===== config.mk =====
export PLATFORM = sky130hd
export DESIGN_NAME = bresenham_span_rasterizer
export DESIGN_NICKNAME = d
export VERILOG_FILES = /design/src/rtl/bsr_pkg.sv /design/src/rtl/bsr_front.sv /design/src/rtl/bsr_fifo.sv /design/src/rtl/bsr_walk.sv /design/src/rtl/bresenham_span_rasterizer.sv
export VERILOG_INCLUDE_DIRS = /design/src /design/src/rtl
export SDC_FILE = /design/constraint.sdc
export NUM_CORES = 1
export LEC_CHECK = 0
export BUFFER_PORTS_ARGS = -buffer_cell sky130_fd_sc_hd__buf_2
export CAP_MARGIN = 10
export CORE_UTILIZATION = 50
export CTS_CLUSTER_SIZE = 20
export DETAILED_ROUTE_END_ITERATION = 12
export PLACE_DENSITY = 0.78
export SYNTH_ARGS = -nofsm -noshare
export SYNTH_HDL_FRONTEND = slang
export SYNTH_HIERARCHICAL = 1
export SYNTH_SLANG_ARGS = --single-unit

===== constraint.sdc =====
create_clock -name clk -period 7.9 [get_ports clk]
set_input_delay 0.395 -clock clk [delete_from_list [all_inputs] [get_ports clk]]
set_output_delay 0.395 -clock clk [all_outputs]
set_load 0.005 [all_outputs]

===== src/rtl/bresenham_span_rasterizer_assert.svh =====
// Assertion macros for the span rasterizer
`ifndef BRESENHAM_SPAN_RASTERIZER_ASSERT_SVH
`define BRESENHAM_SPAN_RASTERIZER_ASSERT_SVH

`ifndef ASSERT_OFF
`define BSR_ASSERT_IMPLIES(lbl, ck, rn, ante, cons, msg) \
  lbl: assert property (@(posedge ck) disable iff (!rn) (ante) |-> (cons)) else $error(msg);
`define BSR_ASSERT_NEXT(lbl, ck, rn, ante, cons, msg) \
  lbl: assert property (@(posedge ck) disable iff (!rn) (ante) |=> (cons)) else $error(msg);
`else
`define BSR_ASSERT_IMPLIES(lbl, ck, rn, ante, cons, msg)
`define BSR_ASSERT_NEXT(lbl, ck, rn, ante, cons, msg)
`endif

`endif


===== src/rtl/bsr_pkg.sv =====
// Shared constants, codes and helpers of the span rasterizer
package bsr_pkg;

  localparam int COORD_BITS_DEF = 16;
  localparam int DIM_BITS_DEF   = 12;
  localparam int VALUE_BITS     = 8;
  localparam int CFG_BITS       = 13;
  localparam int QUEUE_DEPTH    = 2;

  localparam logic [CFG_BITS-1:0] DIM_RESET = 13'd4096;

  localparam logic OP_START = 1'b0;
  localparam logic OP_PULL  = 1'b1;

  localparam logic REG_IMAGE_WIDTH  = 1'b0;
  localparam logic REG_IMAGE_HEIGHT = 1'b1;

  typedef enum logic {
    WS_IDLE,
    WS_WALK
  } walk_state_t;

  // kind, steep, three direction flags, three positions, two deltas, fill
  function automatic int cmd_bits(int cb);
    return 5 + 3 * (cb + 1) + 2 * cb + VALUE_BITS;
  endfunction

  function automatic int byte_pad(int b);
    return ((b + 7) / 8) * 8;
  endfunction

endpackage


===== src/rtl/bsr_front.sv =====
// Front end: classifies transactions and sets up octant, deltas and directions
module bsr_front #(
  parameter int COORD_BITS = bsr_pkg::COORD_BITS_DEF
) (
  input  logic                                     in_valid,
  output logic                                     in_ready,
  input  logic                                     in_op,
  input  logic signed [COORD_BITS-1:0]             in_start_x,
  input  logic signed [COORD_BITS-1:0]             in_start_y,
  input  logic signed [COORD_BITS-1:0]             in_end_x,
  input  logic signed [COORD_BITS-1:0]             in_end_y,
  input  logic [bsr_pkg::VALUE_BITS-1:0]           in_fill,
  output logic                                     q_valid,
  input  logic                                     q_ready,
  output logic [bsr_pkg::cmd_bits(COORD_BITS)-1:0] q_data
);

  localparam int CW = COORD_BITS + 1;

  typedef struct packed {
    logic                            kind;
    logic                            steep;
    logic                            maj_neg;
    logic                            min_neg;
    logic                            min_nz;
    logic signed [CW-1:0]            major_pos;
    logic signed [CW-1:0]            minor_pos;
    logic signed [CW-1:0]            major_end;
    logic [COORD_BITS-1:0]           dmaj;
    logic [COORD_BITS-1:0]           dmin;
    logic [bsr_pkg::VALUE_BITS-1:0]  fill;
  } cmd_t;

  logic signed [CW-1:0]  x0, y0, x1, y1, dx, dy, ndx, ndy;
  logic [COORD_BITS-1:0] adx, ady;
  logic                  steep;
  cmd_t                  cmd;

  always_comb begin
    x0  = CW'(in_start_x);
    y0  = CW'(in_start_y);
    x1  = CW'(in_end_x);
    y1  = CW'(in_end_y);
    dx  = x1 - x0;
    dy  = y1 - y0;
    ndx = -dx;
    ndy = -dy;
    adx = dx[CW-1] ? ndx[COORD_BITS-1:0] : dx[COORD_BITS-1:0];
    ady = dy[CW-1] ? ndy[COORD_BITS-1:0] : dy[COORD_BITS-1:0];
    steep = ady > adx;

    cmd.kind      = in_op;
    cmd.steep     = steep;
    cmd.maj_neg   = steep ? dy[CW-1] : dx[CW-1];
    cmd.min_neg   = steep ? dx[CW-1] : dy[CW-1];
    cmd.min_nz    = steep ? (|dx) : (|dy);
    cmd.major_pos = steep ? y0 : x0;
    cmd.minor_pos = steep ? x0 : y0;
    cmd.major_end = steep ? y1 : x1;
    cmd.dmaj      = steep ? ady : adx;
    cmd.dmin      = steep ? adx : ady;
    cmd.fill      = in_fill;
  end

  assign q_valid  = in_valid;
  assign in_ready = q_ready;
  assign q_data   = cmd;

endmodule


===== src/rtl/bsr_fifo.sv =====
// Short command queue between the front end and the walker
module bsr_fifo #(
  parameter int WIDTH = 8,
  parameter int DEPTH = bsr_pkg::QUEUE_DEPTH
) (
  input  logic             clk,
  input  logic             rst_n,
  input  logic             s_valid,
  output logic             s_ready,
  input  logic [WIDTH-1:0] s_data,
  output logic             m_valid,
  input  logic             m_ready,
  output logic [WIDTH-1:0] m_data
);

  localparam int PW = (DEPTH > 1) ? $clog2(DEPTH) : 1;

  logic [WIDTH-1:0] mem_r [DEPTH];
  logic [PW-1:0]    wr_ptr_r, wr_ptr_nxt, rd_ptr_r, rd_ptr_nxt;
  logic [PW:0]      count_r, count_nxt;
  logic             push, pop;

  assign s_ready = count_r != (PW + 1)'(DEPTH);
  assign m_valid = count_r != '0;
  assign m_data  = mem_r[rd_ptr_r];
  assign push    = s_valid && s_ready;
  assign pop     = m_valid && m_ready;

  always_comb begin
    wr_ptr_nxt = wr_ptr_r;
    rd_ptr_nxt = rd_ptr_r;
    count_nxt  = count_r;
    if (push) begin
      wr_ptr_nxt = (wr_ptr_r == PW'(DEPTH - 1)) ? '0 : wr_ptr_r + 1'b1;
    end
    if (pop) begin
      rd_ptr_nxt = (rd_ptr_r == PW'(DEPTH - 1)) ? '0 : rd_ptr_r + 1'b1;
    end
    if (push && !pop) begin
      count_nxt = count_r + 1'b1;
    end else if (pop && !push) begin
      count_nxt = count_r - 1'b1;
    end
  end

  always_ff @(posedge clk) begin
    if (!rst_n) begin
      wr_ptr_r <= '0;
      rd_ptr_r <= '0;
      count_r  <= '0;
    end else begin
      wr_ptr_r <= wr_ptr_nxt;
      rd_ptr_r <= rd_ptr_nxt;
      count_r  <= count_nxt;
    end
  end

  always_ff @(posedge clk) begin
    if (push) begin
      mem_r[wr_ptr_r] <= s_data;
    end
  end

endmodule


===== src/rtl/bsr_walk.sv =====
// Back end: steps a pixel per cycle unless out stalls; registers clipped spans
module bsr_walk #(
  parameter int COORD_BITS = bsr_pkg::COORD_BITS_DEF,
  parameter int DIM_BITS   = bsr_pkg::DIM_BITS_DEF
) (
  input  logic                                     clk,
  input  logic                                     rst_n,
  input  logic                                     q_valid,
  output logic                                     q_ready,
  input  logic [bsr_pkg::cmd_bits(COORD_BITS)-1:0] q_data,
  input  logic [bsr_pkg::CFG_BITS-1:0]             img_width,
  input  logic [bsr_pkg::CFG_BITS-1:0]             img_height,
  output logic                                     out_valid,
  input  logic                                     out_ready,
  output logic [DIM_BITS-1:0]                      out_row,
  output logic [DIM_BITS-1:0]                      out_first,
  output logic [DIM_BITS-1:0]                      out_final,
  output logic                                     out_span_valid,
  output logic                                     out_done,
  output logic [bsr_pkg::VALUE_BITS-1:0]           out_value
);

  localparam int CW   = COORD_BITS + 1;
  localparam int ERRW = COORD_BITS + 3;
  localparam int EW   = (bsr_pkg::CFG_BITS > DIM_BITS + 1) ? bsr_pkg::CFG_BITS : DIM_BITS + 1;
  localparam int KW   = ((CW > DIM_BITS + 2) ? CW : DIM_BITS + 2) + 1;
  localparam logic [EW-1:0] DIM_LIM = EW'(1 << DIM_BITS);

  typedef struct packed {
    logic                            kind;
    logic                            steep;
    logic                            maj_neg;
    logic                            min_neg;
    logic                            min_nz;
    logic signed [CW-1:0]            major_pos;
    logic signed [CW-1:0]            minor_pos;
    logic signed [CW-1:0]            major_end;
    logic [COORD_BITS-1:0]           dmaj;
    logic [COORD_BITS-1:0]           dmin;
    logic [bsr_pkg::VALUE_BITS-1:0]  fill;
  } cmd_t;

  typedef struct packed {
    logic                            active;
    logic                            steep;
    logic                            maj_neg;
    logic                            min_neg;
    logic                            min_nz;
    logic signed [CW-1:0]            major_pos;
    logic signed [CW-1:0]            minor_pos;
    logic signed [CW-1:0]            major_end;
    logic signed [ERRW-1:0]          err;
    logic signed [ERRW-1:0]          straight;
    logic signed [ERRW-1:0]          diag;
    logic signed [CW-1:0]            run_x;
    logic signed [CW-1:0]            run_row;
    logic [bsr_pkg::VALUE_BITS-1:0]  held;
  } walk_t;

  typedef struct packed {
    logic [DIM_BITS-1:0]             row;
    logic [DIM_BITS-1:0]             first;
    logic [DIM_BITS-1:0]             final_x;
    logic                            ok;
    logic                            done;
    logic [bsr_pkg::VALUE_BITS-1:0]  value;
  } res_t;

  typedef struct packed {
    logic load;
    logic null_res;
    logic step;
    logic emit;
    logic emit_done;
  } ctl_t;

  cmd_t                 cmd;
  walk_t                walk_r, walk_nxt;
  res_t                 res_r, res_nxt;
  logic                 out_valid_r, out_valid_nxt;
  bsr_pkg::walk_state_t state_r, state_nxt;
  ctl_t                 ctl;

  logic                 can_emit, at_end, err_neg, row_chg;
  logic signed [CW-1:0] one_c, maj_stepped, min_stepped, last_x, lo, hi;
  logic signed [KW-1:0] lo_k, hi_k, y_k, w_k, h_k, lo_c, hi_c;
  logic [EW-1:0]        w_full, h_full, w_eff, h_eff;
  logic                 ok;
  logic [ERRW-1:0]      two_dmin, two_dmaj;

  assign cmd      = cmd_t'(q_data);
  assign can_emit = !out_valid_r || out_ready;
  assign at_end   = walk_r.major_pos == walk_r.major_end;
  assign err_neg  = walk_r.err[ERRW-1];
  // a steep line changes row on every step, a flat one only on a diagonal move
  assign row_chg  = walk_r.steep || (!err_neg && walk_r.min_nz);

  always_comb begin
    state_nxt = state_r;
    case (state_r)
      bsr_pkg::WS_IDLE: begin
        if (q_valid && cmd.kind == bsr_pkg::OP_PULL && walk_r.active) begin
          state_nxt = bsr_pkg::WS_WALK;
        end
      end
      bsr_pkg::WS_WALK: begin
        if ((at_end || row_chg) && can_emit) begin
          state_nxt = bsr_pkg::WS_IDLE;
        end
      end
      default: state_nxt = bsr_pkg::WS_IDLE;
    endcase
  end

  always_comb begin
    q_ready = 1'b0;
    ctl     = '0;
    case (state_r)
      bsr_pkg::WS_IDLE: begin
        q_ready      = (cmd.kind == bsr_pkg::OP_START) || walk_r.active || can_emit;
        ctl.load     = q_valid && q_ready && cmd.kind == bsr_pkg::OP_START;
        ctl.null_res = q_valid && q_ready && cmd.kind == bsr_pkg::OP_PULL && !walk_r.active;
      end
      bsr_pkg::WS_WALK: begin
        if (at_end) begin
          ctl.emit      = can_emit;
          ctl.emit_done = 1'b1;
        end else if (row_chg) begin
          ctl.step = can_emit;
          ctl.emit = can_emit;
        end else begin
          ctl.step = 1'b1;
        end
      end
      default: ;
    endcase
  end

  always_comb begin
    one_c       = CW'(1);
    maj_stepped = walk_r.maj_neg ? walk_r.major_pos - one_c : walk_r.major_pos + one_c;
    min_stepped = walk_r.minor_pos;
    if (!err_neg && walk_r.min_nz) begin
      min_stepped = walk_r.min_neg ? walk_r.minor_pos - one_c : walk_r.minor_pos + one_c;
    end
    two_dmin = {2'b00, cmd.dmin, 1'b0};
    two_dmaj = {2'b00, cmd.dmaj, 1'b0};

    walk_nxt = walk_r;
    if (ctl.load) begin
      walk_nxt.active    = 1'b1;
      walk_nxt.steep     = cmd.steep;
      walk_nxt.maj_neg   = cmd.maj_neg;
      walk_nxt.min_neg   = cmd.min_neg;
      walk_nxt.min_nz    = cmd.min_nz;
      walk_nxt.major_pos = cmd.major_pos;
      walk_nxt.minor_pos = cmd.minor_pos;
      walk_nxt.major_end = cmd.major_end;
      walk_nxt.err       = two_dmin - {3'b000, cmd.dmaj};
      walk_nxt.straight  = two_dmin;
      walk_nxt.diag      = two_dmin - two_dmaj;
      walk_nxt.run_x     = cmd.steep ? cmd.minor_pos : cmd.major_pos;
      walk_nxt.run_row   = cmd.steep ? cmd.major_pos : cmd.minor_pos;
      walk_nxt.held      = cmd.fill;
    end
    if (ctl.step) begin
      walk_nxt.major_pos = maj_stepped;
      walk_nxt.minor_pos = min_stepped;
      walk_nxt.err       = err_neg ? walk_r.err + walk_r.straight : walk_r.err + walk_r.diag;
      if (ctl.emit) begin
        walk_nxt.run_x   = walk_r.steep ? min_stepped : maj_stepped;
        walk_nxt.run_row = walk_r.steep ? maj_stepped : min_stepped;
      end
    end
    if (ctl.emit && ctl.emit_done) begin
      walk_nxt.active = 1'b0;
    end
  end

  // span clipping, all from registered walker state
  always_comb begin
    last_x = walk_r.steep ? walk_r.minor_pos : walk_r.major_pos;
    lo     = (walk_r.run_x < last_x) ? walk_r.run_x : last_x;
    hi     = (walk_r.run_x < last_x) ? last_x : walk_r.run_x;
    w_full = EW'(img_width);
    h_full = EW'(img_height);
    w_eff  = (w_full > DIM_LIM) ? DIM_LIM : w_full;
    h_eff  = (h_full > DIM_LIM) ? DIM_LIM : h_full;
    lo_k   = KW'(lo);
    hi_k   = KW'(hi);
    y_k    = KW'(walk_r.run_row);
    w_k    = KW'(w_eff[DIM_BITS:0]);
    h_k    = KW'(h_eff[DIM_BITS:0]);
    ok     = !(hi_k[KW-1] || lo_k >= w_k || y_k[KW-1] || y_k >= h_k);
    lo_c   = lo_k[KW-1] ? '0 : lo_k;
    hi_c   = (hi_k >= w_k) ? w_k - KW'(1) : hi_k;
  end

  always_comb begin
    res_nxt       = res_r;
    out_valid_nxt = out_valid_r && !out_ready;
    if (ctl.emit) begin
      res_nxt.row     = ok ? y_k[DIM_BITS-1:0] : '0;
      res_nxt.first   = ok ? lo_c[DIM_BITS-1:0] : '0;
      res_nxt.final_x = ok ? hi_c[DIM_BITS-1:0] : '0;
      res_nxt.ok      = ok;
      res_nxt.done    = ctl.emit_done;
      res_nxt.value   = walk_r.held;
      out_valid_nxt   = 1'b1;
    end else if (ctl.null_res) begin
      res_nxt       = '0;
      res_nxt.done  = 1'b1;
      out_valid_nxt = 1'b1;
    end
  end

  always_ff @(posedge clk) begin
    if (!rst_n) begin
      state_r     <= bsr_pkg::WS_IDLE;
      walk_r      <= '0;
      out_valid_r <= 1'b0;
    end else begin
      state_r     <= state_nxt;
      walk_r      <= walk_nxt;
      out_valid_r <= out_valid_nxt;
    end
  end

  always_ff @(posedge clk) begin
    res_r <= res_nxt;
  end

  assign out_valid      = out_valid_r;
  assign out_row        = res_r.row;
  assign out_first      = res_r.first;
  assign out_final      = res_r.final_x;
  assign out_span_valid = res_r.ok;
  assign out_done       = res_r.done;
  assign out_value      = res_r.value;

endmodule


===== src/rtl/bresenham_span_rasterizer.sv =====
// A pull transaction returns the span of the current row run once the walker has stepped
// through it; a start transaction loads the line and returns nothing. The walker takes
// the next pull only after the span of the last one is registered; a two-entry command
// queue lets the input side run ahead of the walker.
// Reset (synchronous, rst_n low): queue emptied, no line loaded, output register
// empty, image_width and image_height back to 4096.
`include "bresenham_span_rasterizer_assert.svh"

module bresenham_span_rasterizer #(
  parameter int COORD_BITS = bsr_pkg::COORD_BITS_DEF,
  parameter int DIM_BITS   = bsr_pkg::DIM_BITS_DEF
) (
  input  logic                                                clk,
  input  logic                                                rst_n,
  input  logic                                                in_tvalid,
  output logic                                                in_tready,
  // start_x, start_y, end_x, end_y, fill_value
  input  logic [bsr_pkg::byte_pad(4*COORD_BITS+bsr_pkg::VALUE_BITS)-1:0] in_tdata,
  // op
  input  logic                                                in_tuser,
  output logic                                                out_tvalid,
  input  logic                                                out_tready,
  // span_row, span_first, span_final, span_value
  output logic [bsr_pkg::byte_pad(3*DIM_BITS+bsr_pkg::VALUE_BITS)-1:0] out_tdata,
  // span_valid
  output logic                                                out_tuser,
  // line_done
  output logic                                                out_tlast,
  input  logic                                                cfg_psel,
  input  logic                                                cfg_penable,
  input  logic                                                cfg_pwrite,
  input  logic [2:0]                                          cfg_paddr,
  input  logic [31:0]                                         cfg_pwdata,
  output logic [31:0]                                         cfg_prdata,
  output logic                                                cfg_pready
);

  localparam int CMD_W = bsr_pkg::cmd_bits(COORD_BITS);
  localparam int OUT_W = bsr_pkg::byte_pad(3 * DIM_BITS + bsr_pkg::VALUE_BITS);
  localparam int CB    = bsr_pkg::CFG_BITS;

  logic [CB-1:0]                   img_width_r, img_width_nxt;
  logic [CB-1:0]                   img_height_r, img_height_nxt;
  logic                            cfg_wr;

  logic                            f_valid, f_ready, q_valid, q_ready;
  logic [CMD_W-1:0]                f_data, q_data;
  logic [DIM_BITS-1:0]             s_row, s_first, s_final;
  logic                            s_ok, s_done;
  logic [bsr_pkg::VALUE_BITS-1:0]  s_value;

  assign cfg_pready = 1'b1;
  assign cfg_wr     = cfg_psel && cfg_penable && cfg_pwrite && cfg_pready;

  always_comb begin
    img_width_nxt  = img_width_r;
    img_height_nxt = img_height_r;
    if (cfg_wr) begin
      case (cfg_paddr[2])
        bsr_pkg::REG_IMAGE_WIDTH:  img_width_nxt  = cfg_pwdata[CB-1:0];
        bsr_pkg::REG_IMAGE_HEIGHT: img_height_nxt = cfg_pwdata[CB-1:0];
        default: ;
      endcase
    end
  end

  always_comb begin
    case (cfg_paddr[2])
      bsr_pkg::REG_IMAGE_WIDTH:  cfg_prdata = 32'(img_width_r);
      bsr_pkg::REG_IMAGE_HEIGHT: cfg_prdata = 32'(img_height_r);
      default:                   cfg_prdata = '0;
    endcase
  end

  always_ff @(posedge clk) begin
    if (!rst_n) begin
      img_width_r  <= bsr_pkg::DIM_RESET;
      img_height_r <= bsr_pkg::DIM_RESET;
    end else begin
      img_width_r  <= img_width_nxt;
      img_height_r <= img_height_nxt;
    end
  end

  bsr_front #(
    .COORD_BITS(COORD_BITS)
  ) u_front (
    .in_valid   (in_tvalid),
    .in_ready   (in_tready),
    .in_op      (in_tuser),
    .in_start_x (in_tdata[COORD_BITS-1:0]),
    .in_start_y (in_tdata[2*COORD_BITS-1:COORD_BITS]),
    .in_end_x   (in_tdata[3*COORD_BITS-1:2*COORD_BITS]),
    .in_end_y   (in_tdata[4*COORD_BITS-1:3*COORD_BITS]),
    .in_fill    (in_tdata[4*COORD_BITS+bsr_pkg::VALUE_BITS-1:4*COORD_BITS]),
    .q_valid    (f_valid),
    .q_ready    (f_ready),
    .q_data     (f_data)
  );

  bsr_fifo #(
    .WIDTH(CMD_W),
    .DEPTH(bsr_pkg::QUEUE_DEPTH)
  ) u_queue (
    .clk     (clk),
    .rst_n   (rst_n),
    .s_valid (f_valid),
    .s_ready (f_ready),
    .s_data  (f_data),
    .m_valid (q_valid),
    .m_ready (q_ready),
    .m_data  (q_data)
  );

  bsr_walk #(
    .COORD_BITS(COORD_BITS),
    .DIM_BITS  (DIM_BITS)
  ) u_walk (
    .clk            (clk),
    .rst_n          (rst_n),
    .q_valid        (q_valid),
    .q_ready        (q_ready),
    .q_data         (q_data),
    .img_width      (img_width_r),
    .img_height     (img_height_r),
    .out_valid      (out_tvalid),
    .out_ready      (out_tready),
    .out_row        (s_row),
    .out_first      (s_first),
    .out_final      (s_final),
    .out_span_valid (s_ok),
    .out_done       (s_done),
    .out_value      (s_value)
  );

  assign out_tdata = OUT_W'({s_value, s_final, s_first, s_row});
  assign out_tuser = s_ok;
  assign out_tlast = s_done;

  `BSR_ASSERT_IMPLIES(a_invalid_span_zero, clk, rst_n, out_tvalid && !out_tuser, s_row == '0 && s_first == '0 && s_final == '0, "invalid span carries coordinates")
  `BSR_ASSERT_IMPLIES(a_span_ordered, clk, rst_n, out_tvalid && out_tuser, s_first <= s_final, "span ends out of order")
  `BSR_ASSERT_IMPLIES(a_row_in_image, clk, rst_n, out_tvalid && out_tuser, 32'(s_row) < 32'(img_height_r), "valid span row outside image")
  `BSR_ASSERT_NEXT(a_cfg_height_write, clk, rst_n, cfg_wr && cfg_paddr[2] == bsr_pkg::REG_IMAGE_HEIGHT, img_height_r == $past(cfg_pwdata[CB-1:0]), "height register write lost")

endmodule


==> impl_summary.md <==
STA
The final hold violation count is 0. The ratio of final minimum period to clock period is 81.49%. The total setup violations reported at the end of the flow is 0. The setup TNS is 0 ns.

Setup repair after global routing left no endpoint under its margin. The max-slew headroom at the worst pin is 21.10%. The worst clock skew on the final layout is 0.02520 ns. For the pin with the worst max-slew slack, the measured transition is 1.184 ns. The number of slew-limit violations in the final report is 0. Based on the critical path, the design can be clocked at up to about 160 MHz.

The final period demand of the worst path is 6.438 ns.

Outcome
The flow ran to the end, and the final reports show no timing, DRC or antenna violations.

Power
The switching power summed over all nets is between 5000 and 6000 uW. The static leakage power is 0.01188 uW. The share of total power dissipated in combinational logic is 56.5%. The internal portion of the total power is 7449 uW. The fraction of power spent switching nets is 43.92%. The clock network is responsible for between 15 and 20% of the overall power. The peak supply drop is 0.2919 mV.

The share of power burned in registers is between 20% and 30%. The overall power is ~13000 uW. The power density over cell area is roughly 450 nW/um^2.

Routing
The per-cell routed wire length is around 20 um. The number of design rule violations left after detail routing is 0. The post-detailed-route count of antenna-violating nets is 0. The routed layout has 21550 vias.

Before antenna repair, the detailed router went through 6 iterations. After the first detailed-routing iteration, the DRC count stood at around 2300. Using the TritonRoute via totals, the vias-per-cell ratio works out to between 6 and 7. The wire length after detailed routing is a little over 70000 um.

Placement
The number of I/O port buffers is 154. The HPWL after detailed placement is roughly 52000 um. The global placer's final weighted congestion is 0.9858.

Synthesis
For this run, the leading register cell type out of synthesis is edfxtp_1. The area share of and/or/nand/nor cells after synthesis is 13.21%. The number of flops mapped to enable cells by yosys is 238. After Yosys synthesis, full adders, half adders and majority gates account for about 9% of the synthesized area. After technology mapping, the gate count stands at 2772.

The netlist area before placement is between 20000 and 30000 sq um. The cell type with the highest aggregate area in the netlist is edfxtp_1. The post-synthesis xor/xnor area fraction is between 4 and 5%.

The count of warnings emitted by yosys is 6. The register bit total from synthesis is 420. The share of synthesized area occupied by flip-flops and latches is 39.97%.

The post-synthesis cell type count is between 90 and 100. Dividing the synthesized area by the synthesized cell count gives 9.738 sq um. The share of flip-flops with an asynchronous set or reset after synthesis is 0%. The mux cell area share after synthesis is a little under an eighth. By area the synthesized netlist is led by edfxtp_1 26%, dfxtp_1 13%, ha_1 8.6%. By count the netlist is led by 335 x nand2_1, 238 x edfxtp_1, 216 x a21oi_1, 185 x ha_1, 182 x dfxtp_1. Summed over its instances, the top area cell type makes up roughly a quarter of the synthesized netlist area. In the post-synthesis netlist, the cell with the most instances is nand2_1. By area, the combinational part of the netlist is dominated by compound AO/OA/AOI/OAI gates. The synthesized netlist devotes 16.73% of its cell area to compound gates.

CTS
Buffers added to address setup during post-CTS repair amount to 0. The tree built by TritonCTS fans out to 420 sinks. The maximum clock insertion buffer count is 3. In this run, CTS created clock tree buffers numbering 42.

Clock latency on the worst-skew pair, taken at its later pin, is 0.59 ns. TritonCTS built the clock tree. The H-tree generated during clock tree synthesis spans 2 levels.

The clock slew at the register clock pins of the worst setup and hold paths is 0.06 ns. The tree is rooted in a clkbuf_16.

Global routing
The initial antenna violation count came to 1. The overall global routing resource usage is 25.62%. Global routing finished with a remaining overflow of 0. The number of global-route vias before repair was roughly 20000. The first global-routing pass estimated 110700 um of wire. The pin count of the biggest net entering global routing is 89.

Floorplan
The floorplan step set the die height to 234.4 um. From left edge to right edge, the die measures 234.4 um. For this configuration, the core starts out at a cell density of 50.96%. The core footprint is 52970 sq um.

For this design the top-level I/O count stands at 200. The die area is 54920 sq um. The standard-cell row count is 84.

Critical path
The worst setup path is captured at a flop. The cell family contributing the most delay on the critical path is compound AO/OA/AOI/OAI gates. The slowest cell on the critical path is dfxtp_2.

At the worst endpoint, the arrival time is 6.77 ns. The data required time at the worst endpoint is 8.24 ns. The nature of the critical path startpoint is a flop. The largest single stage delay on the critical path is between 0.8 and 0.9 ns. The number of buffers and inverters on the critical path is 2. The top fanout value on the critical path is 36. The critical path is of the reg2reg type. The signal on the critical path passes through buf_4 -> mux2i_1 -> ha_1 -> nand2_1 -> or2_2 -> a211oi_2 -> o22ai_2 -> o21ai_4 -> buf_4 -> nand2_1 -> o21ai_0 -> ha_1 -> o21a_1 -> o21a_1 -> o21bai_1 -> a31oi_1 -> o32a_1 -> o21bai_4 -> or2b_1 -> o311a_1.

Finish
The share of layout cells above drive strength 1 is 15.24%. From synthesis to final layout, the design area changed by 9.683%. The antenna diode count is 0.

The final-stage net count is 3160.

Job
The tool flagged a number of max-cap violations equal to 0.

Worst hold path
The path class of the lowest-slack min-delay path is in2reg.
worst register-to-register path, stage by stage, from the launching register on:
cell and delay [ns]:
dfxtp_2 0.83, buf_4 0.33, mux2i_1 0.56, ha_1 0.21, nand2_1 0.04, or2_2 0.27
a211oi_2 0.23, o22ai_2 0.18, o21ai_4 0.68, buf_4 0.42, nand2_1 0.10, o21ai_0 0.19
ha_1 0.34, o21a_1 0.11, o21a_1 0.17, o21bai_1 0.15, a31oi_1 0.12, o32a_1 0.39
o21bai_4 0.45, or2b_1 0.29, o311a_1 0.13
power by group through the flow:
stage | combinational [uW] | sequential [uW] | clock, uW
3_5_place_dp | 7280 | 3640 | 0
6_report | 7500 | 3610 | 2170
3_3_place_gp | 7030 | 3610 | 0
5_1_grt | 8160 | 3670 | 2280
4_1_cts | 7370 | 3600 | 2190
2_1_floorplan | 5760 | 3460 | 0
cell type report:
class                   count  area [sq um]
well taps                 688         860.8
repair buffers            184          1018
inverters                 120         452.9
clock buffers              52          1151
flip-flops and latches    420         10800
clock inverters            26         364.1
fillers                  4511         23360
multi-input cells        2085         14970
path summary, 6_finish.rpt:
| kind | end | cells past startpoint | from | slack [ns] |
|---|---|---|---|---|
| min reg2reg | u_walk/walk_r[47]$_SDFFE_PN0P_ | 2 | u_walk/walk_r[47]$_SDFFE_PN0P_ | 0.45 |
| max | u_walk/out_final[3]$_SDFFCE_PP0P_ | 20 | u_walk/walk_r[153]$_SDFFE_PN0P_ | 1.46 |
| max reg2reg | u_walk/out_final[3]$_SDFFCE_PP0P_ | 20 | u_walk/walk_r[153]$_SDFFE_PN0P_ | 1.46 |
| min | img_width_r[2]$_SDFFE_PN0P_ | 3 | cfg_pwdata[2] | 0.08 |
layout by cell type, fill, tap and decap left out, types with 11 or more instances in the layout:
master / n
o21ai_0: 134
dfxtp_1: 180
o31ai_1: 12
nor2_1: 161
mux2_4: 41
nand2_1: 334
nor4_1: 14
a211oi_1: 50
a21oi_1: 216
xor2_1: 50
nor2b_1: 36
inv_1: 118
clkbuf_16: 44
o211ai_1: 20
buf_4: 21
nor3_1: 41
buf_2: 154
nand4_1: 21
o21a_1: 28
nand2b_1: 27
or3_1: 11
mux2_2: 102
edfxtp_1: 238
and3_1: 11
ha_1: 185
nand3_1: 29
clkinv_2: 11
and2_1: 33
a22oi_1: 32
mux2i_1: 136
a221oi_1: 16
a31oi_1: 18
conb_1: 24
xnor2_1: 82
a21o_1: 39
state kept, by name, indices dropped and copies added (netlist names), 2 cells and up, named ones only:
| register | count |
|---|---|
| u_walk/out_value | 8 |
| u_queue/count_r | 2 |
| u_walk/out_row | 12 |
| u_queue/mem_r | 192 |
| u_walk/walk_r | 148 |
| u_walk/out_first | 12 |
| u_walk/out_final | 12 |
| img_width_r | 13 |
| img_height_r | 13 |
routing by layer:
metal / up-vias / share of wire (%) / wire length (um) / track usage [%]
li1: 10220 / - / - / -
met1: 10290 / 44 / 31670 / 34.99
met2: 899 / 45 / 32200 / 40.42
met3: 140 / 7.2 / 5172 / 3.818
met4: 0 / 4.0 / 2851 / 10.81
met5: - / 0 / 0 / 0
kinds of logic (layout without fill, tap and decap cells):
kind of cell             after synthesis  after routing
adder cells (fa/ha/maj)              192            192
flip-flops                           420            420
AO/OA/AOI/OAI                        690            690
AND/OR/NAND/NOR                      767            767
buffers and inverters                289            382
multiplexers                         279            279
XOR/XNOR                             133            133
other                                  2             24
what timing repair did:
item                                   4_1_cts  5_1_grt
gates resized for setup                      0        0
hold buffers                                 9        0
endpoints found under the hold margin       18        0
metrics by stage:
step,std cells,util [%],hold WS (ns),setup slack (ns),area (sq um)
CTS,3574,55.88,0.06281,1.615,29600
global route,3575,55.90,0.08935,1.107,29610
global placement,3487,52.85,0.4369,1.565,28000
finish,3575,55.90,0.08181,1.462,29610
floorplan,2794,-,0.4294,2.647,27080
detailed placement,3487,52.85,0.4438,1.421,28000
(Power assumes the default switching activity.)
